**config.mk**
```make
export PLATFORM = sky130hd
export DESIGN_NAME = dpc_mac
export DESIGN_NICKNAME = d
export VERILOG_FILES = /design/src/sv/dpc_pkg.sv /design/src/sv/dpc_mac.sv
export SDC_FILE = /design/constraint.sdc
export NUM_CORES = 2
export LEC_CHECK = 0
export BUFFER_PORTS_ARGS = -buffer_cell sky130_fd_sc_hd__clkbuf_2
export CAP_MARGIN = 0
export CELL_PAD_IN_SITES_DETAIL_PLACEMENT = 1
export CELL_PAD_IN_SITES_GLOBAL_PLACEMENT = 1
export CORE_AREA = 2 2 315 317
export DETAILED_ROUTE_END_ITERATION = 12
export DIE_AREA = 0 0 317 319
export GPL_TIMING_DRIVEN = 0
export PLACE_DENSITY_LB_ADDON = 0.1
export SLEW_MARGIN = 20
export SYNTH_ARGS = -nofsm -noshare
export SYNTH_HDL_FRONTEND = slang
export SYNTH_SLANG_ARGS = --single-unit
```
**constraint.sdc**
```tcl
create_clock -name clk -period 24.1 [get_ports clk]
set_input_delay 4.82 -clock clk [delete_from_list [all_inputs] [get_ports clk]]
set_output_delay 4.82 -clock clk [all_outputs]
set_load 0.01 [all_outputs]
```
**src/sv/dpc_pkg.sv**
```systemverilog
// ----------------------------------------------------------------------------
// dpc_pkg
// Shared types and constants of the depth to point cloud block: register
// indexes, sequencer states and the control word of the multiply-accumulate.
// ----------------------------------------------------------------------------
package dpc_pkg;

	localparam int MAX_WIDTH  = 4096;
	localparam int MAX_HEIGHT = 4096;

	// Operand width of the shared multiplier and width of its accumulator.
	localparam int OP_W  = 33;
	localparam int ACC_W = 88;
	// Camera coordinates are signed Q.24 clamped to 46 magnitude bits.
	localparam int CAM_W = 47;

	localparam int DEPTH_W = 24;
	localparam int POS_W   = 12;
	localparam int POINT_W = 32;
	localparam int CFG_W   = 64;
	localparam int DIM_W   = 13;

	typedef enum logic [2:0] {
		REG_IMAGE_WIDTH    = 3'd0,
		REG_IMAGE_HEIGHT   = 3'd1,
		REG_FAR_LIMIT      = 3'd2,
		REG_INV_FOCAL      = 3'd3,
		REG_PRINCIPAL_SKEW = 3'd4,
		REG_POSE_ROW0      = 3'd5,
		REG_POSE_ROW1      = 3'd6,
		REG_POSE_ROW2      = 3'd7
	} reg_idx_t;

	typedef enum logic [4:0] {
		ST_IDLE,
		ST_DY,
		ST_YLO,
		ST_YHI,
		ST_YRND,
		ST_SLO,
		ST_SHI,
		ST_SRND,
		ST_DX,
		ST_XLO,
		ST_XHI,
		ST_XRND,
		ST_P0LO,
		ST_P0HI,
		ST_P1LO,
		ST_P1HI,
		ST_P2LO,
		ST_P2HI,
		ST_PT,
		ST_FIN,
		ST_OUT
	} st_t;

	typedef enum logic [1:0] {
		BASE_ZERO,
		BASE_ACC,
		BASE_EXT
	} base_sel_t;

	typedef struct packed {
		logic      en;
		base_sel_t base;
		logic      sh32;
	} mac_ctrl_t;

endpackage

```
**src/sv/dpc_mac.sv**
```systemverilog
// ----------------------------------------------------------------------------
// dpc_mac
// Shared signed multiply-accumulate unit: acc = base + (a * b) << {0 | 32}.
// ----------------------------------------------------------------------------
module dpc_mac import dpc_pkg::*; (
	input  logic                    clk,
	input  mac_ctrl_t               ctrl,
	input  logic signed [OP_W-1:0]  op_a,
	input  logic signed [OP_W-1:0]  op_b,
	input  logic signed [63:0]      ext,
	output logic signed [ACC_W-1:0] acc
);

	logic signed [2*OP_W-1:0] prod;
	logic signed [ACC_W-1:0]  prod_ext;
	logic signed [ACC_W-1:0]  addend;
	logic signed [ACC_W-1:0]  base;
	logic signed [ACC_W-1:0]  acc_q;

	assign prod     = op_a * op_b;
	assign prod_ext = {{(ACC_W-2*OP_W){prod[2*OP_W-1]}}, prod};

	// The high partial products stay well inside the accumulator, so the
	// bits shifted out on the left are only sign copies.
	assign addend = ctrl.sh32 ? (prod_ext <<< 32) : prod_ext;

	always_comb begin
		unique case (ctrl.base)
			BASE_ZERO: base = '0;
			BASE_ACC:  base = acc_q;
			BASE_EXT:  base = {{(ACC_W-64){ext[63]}}, ext};
			default:   base = '0;
		endcase
	end

	always_ff @(posedge clk) begin
		if (ctrl.en) begin
			acc_q <= base + addend;
		end
	end

	assign acc = acc_q;

endmodule

```
=== Word level (Yosys, flattened, before mapping) ===
Index checks and enable logic that the tools add are counted.
W data, S select, Z words.

* Register bits: 88
* Input bits: 135
* Output and inout bits: 88
* Word-level logic and storage cells: 7

* Add/sub/neg operators: 1
* Multipliers: 1
* Equality and inequality tests: 2
* Multiplexer cells: 2

{| class="wikitable"
|+ Operators by type and width
! cell !! number
|-
| $pmux W88 S2 || 1
|-
| $add A88 B88 Y88 || 1
|-
| $mux W88 || 1
|-
| $mul A33 B33 Y66 || 1
|-
| $eq A2 B1 Y1 const B || 1
|-
| $eq A2 B2 Y1 const B || 1
|}

=== Longest topological paths before layout ===
* Depth after elaboration: 3
* Depth in mapped cells: 43
* Depth with buffers taken out: 41

=== Least setup slack after synthesis ===
Ideal clock, no wire load.

* Kind: input port to flip-flop
* Start: in op_b[6]
* End: reg acc_q[87], in the netlist acc[87], data pin
* Setup time: 261 ps
* Arrival: 14351 ps
* Data required time: 23839 ps
* Setup slack: 9488 ps
* Stages on the path: 39
* Buffers on the path: 3
* Path through: clkbuf_1 nand2_1 inv_1 fa_1 inv_1 fa_1 inv_1 fa_1 fa_1 inv_1 fa_1 inv_1 fa_1 fa_1 inv_1 fa_1 inv_1 ha_1 [... 3 more ...] a21oi_1 o21ai_0 a21oi_1 nand3_1 o22ai_2 mux2i_1 a21oi_1 buf_2 o21bai_1 ha_1 and2_0 nand3_1 or3_1 or4_1 o22ai_1 o31ai_1 o211ai_1 xnor2_1

* Cells in the longest elaborated chain, start to end: 3

{| class="wikitable"
|+ Ends and longest elaborated chain
! what !! RTL line !! RTL
|-
| from (decl) || dpc_mac.sv:9 || <nowiki>input logic signed [OP_W-1:0] op_b,</nowiki>
|-
| $mul A33 B33 Y66 || dpc_mac.sv:20 || <nowiki>assign prod = op_a * op_b;</nowiki>
|-
| $mux W88 || dpc_mac.sv:25 || <nowiki>assign addend = ctrl.sh32 ? (prod_ext <<< 32) : prod_ext;</nowiki>
|-
| $add A88 B88 Y88 || dpc_mac.sv:38 || <nowiki>acc_q <= base + addend;</nowiki>
|-
| to (signal assigned) || dpc_mac.sv:38 ||
|-
| to (decl) || dpc_mac.sv:18 || <nowiki>logic signed [ACC_W-1:0] acc_q;</nowiki>
|}

No other way between the ends.
A chain may end at the register's enable or synchronous reset.

=== Final worst setup path ===
Same ends and word-level chain as after synthesis.

==> metrics.md <==
| Metric | Value |
|---|---|
| Status | completed |
| Area of the die | 101000 um^2 |
| CTS Buffer Depth | 2 |
| Row cnt | 115 |
| RSZ-0062 raised after global routing | no |
| Initial antenna violation count | 10 |
| Via Count | 40000 |
| Final ANT Viol Nets | 0 |
| Critical path type | in -> reg |
| Io pins | 223 |
| Cell mode on critical path | fa_1 |
| Max Slew Vio Count | 0 |
| Final count of hold timing violations | 0 |
| Critical Path Start | op_b[6] |
| Post-route DRC | 0 |
| Number of synthesized flops with an enable pin | 88 |
| Slew @ Worst Pin | 1.28 ns |
| Worst reg-to-reg path cell count | 13 |
| Worst Path Required | 24.22 ns |
| Final Core Density | 52.9% |
| FMAX | 0.0579 GHz |
| Levels on crit path | 39 |
| Slowest-stage cell, CP | fa_1 |
| Area grow syn2layout | 6.38% |
| CP Capture Point | acc[87] |
| CTS tree | done |
| Max_slew headroom | 15.0% |
| CP startpoint kind | primary input |
| CTS resizes | 0 |
| Hold_buf cts | 0 |
| Reg2reg start | acc[25] |
| Via density | 5.74 |
| Slack of the worst reg-to-reg path | 19.45 ns |
| CP max FO | 12 |
| Die H | 319 um |
| GR Overflow Total | 0 |
| Max stage delay on crit path | 0.82 ns |
| Clk root buf | clkbuf_16 |
| Total wire length | 188000 um |
| Post-Synthesis Cell Area | 48500 um^2 |
| Final GP Congestion | 1.01 |
| Fin Setup TNS | 0 ns |
| Core Region | 97700 um^2 |
| Commonest non-fill, non-tap cells in the layout | 1184 x inv_1, 1145 x fa_1, 694 x nand2_1 |
| Flops & latches, synth | 88 |
| Max FFs per register | 88 |
| Worst Setup End Kind | register |
| Vias in the first global route | 44000 |
| Ys flop type | edfxtp_1 |
| Synthesized net count | 7027 |
| Buffers on Ports | 222 |
| Reg-to-reg endpoint | acc[50] |
| Setup violators final | 0 |
| First-pass GRT wire length | 284000 um |
| Worst Path Buf+Inv | 11 |
| Avg Cell Area, Syn | 8.92 um^2 |
| Num CTS Buffers | 9 |
| CTS sink cnt | 88 |
| HP Class | reg -> reg |
| Fin crit share | 71.7% |
| Clk_lat worst skew | 0.38 ns |
| Synth warn | 0 |
| GRT Total Usage | 38.4% |
| Clock transition at the registers of the reported paths | 0.07 ns |
| Dpl hpwl | 167000 um |
| Htree depth | 3 |
| Skew final | 0.0104 ns |
| # Post-CTS Setup Buffers | 0 |
| Largest net degree at the start of global routing | 77 |
| Period minus WS final | 17.28 ns |
| Max Cap Viol | 0 |
| Syn Inst Count | 5440 |
| Critical Path AT | 17.40 ns |
| Final net count | 7261 |
| WL/cell | 26.9 um |
| Drt first pass iters | 5 |
| Initial Util | 49.7% |
| Sequential area share after synthesis | 5.44% |
| Commonest non-fill, non-tap cell in the layout | inv_1 |
| CP top delay family | adder cells |
| Distinct cells, synth | 86 |
| First DRT Iteration DRCs | 3214 |
| Die Wd | 317 um |
| Async S/R FF share, synth | 0% |
| Ratio of cells with drive above 1 in the final layout | 5.13% |
-- cell usage after synthesis (4+ instances only) --
library cell  instances  area, um^2
a22oi_1              65         488
and3_1               15        93.8
o21ai_1               5        25.0
a41oi_1               4        35.0
o211ai_1              9        67.6
nor2b_1              14        87.6
clkbuf_1            274        1030
xor2_1               63         552
o21bai_1             33         248
nor4_1                4        25.0
nand4_1              35         219
edfxtp_1             88        2640
fa_1               1146       22900
nand2b_1             17         106
buf_2                 9        45.0
mux2_2                4        45.0
a21o_1              120         901
nand3_1              32         160
or3_1                12        75.1
a221oi_1              6        52.6
o21ai_0              94         470
a31oi_1              16         100
and2_1              520        3250
nand2_1             694        2610
or4_1                 6        45.0
o31ai_1              11        82.6
o31a_1                5        43.8
ha_1                306        3830
o21a_1               17         128
mux2i_1               8        80.1
xnor2_1              91         797
a21boi_0              7        52.6
inv_1              1184        4440
nor2_1              195         732
nor3_1               25         125
a21oi_1             209        1050
or2_2                 6        37.5
buf_1                 7        26.3
a211oi_1              8        60.1
-- metal layers --
metal	part of all wire (%)	up-vias	global-route usage [%]
li1	-	16900	-
met1	39	21000	50.1
met2	46	1641	60.8
met3	8.6	453	8.26
met4	5.8	4	18.3
met5	0.012	-	0
-- cell type report --
class | instances | area (um^2)
fillers | 11600 | 46100
plain buffers | 296 | 1150
repair buffers | 223 | 1150
diodes | 5 | 12.5
well taps | 1287 | 1610
clock inverters | 6 | 93.8
clock buffers | 9 | 225
flip-flops and latches | 88 | 2640
multi-input cells | 3871 | 40300
inverters | 1185 | 4450
-- through the flow --
stage          worst slack, ns  instance area, um^2  hold slack, ns  std cells
5_1_grt                   6.22                51600           0.867       6965
6_report                  6.82                51600           0.793       6970
3_5_place_dp              6.53                51300           0.783       6950
4_1_cts                   6.84                51600           0.802       6965
2_1_floorplan             9.49                48500           0.765       5440
3_3_place_gp              6.58                51300           0.747       6949
-- cells by family (layout without fill, tap and decap cells) --
family,after synthesis,in the layout,share of synthesized area (%)
other,0,5,0
and+or+nand+nor,1590,1590,15.9
xor gates and xnor gates,154,154,2.78
adders and majority gates,1452,1452,55.2
muxes,12,12,0.258
DFF,88,88,5.44
buffers and inverters,1481,1719,11.5
AOI/OAI and AO/OA,663,663,8.96
-- tightest hold or removal path, stage by stage (launching register included) --
cell	delay, ns
edfxtp_1	0.36
a22oi_1	0.07
nor2_1	0.12
ha_1	0.14
-- worst min path at each step --
| stage | start | to | slack [ns] | depth (start not counted) |
|---|---|---|---|---|
| floorplan | acc[0] | acc[0] | 0.77 | 3 |
| global placement | acc[0] | acc[0] | 0.75 | 3 |
| detailed placement | acc[0] | acc[0] | 0.78 | 3 |
| CTS | acc[0] | acc[0] | 0.80 | 3 |
| global route | acc[0] | acc[0] | 0.87 | 3 |
| finish | acc[0] | acc[0] | 0.79 | 3 |
Power is left out: the tool's default activity adds up to more than one toggle a clock period on the data nets, which glitch-free logic cannot reach.
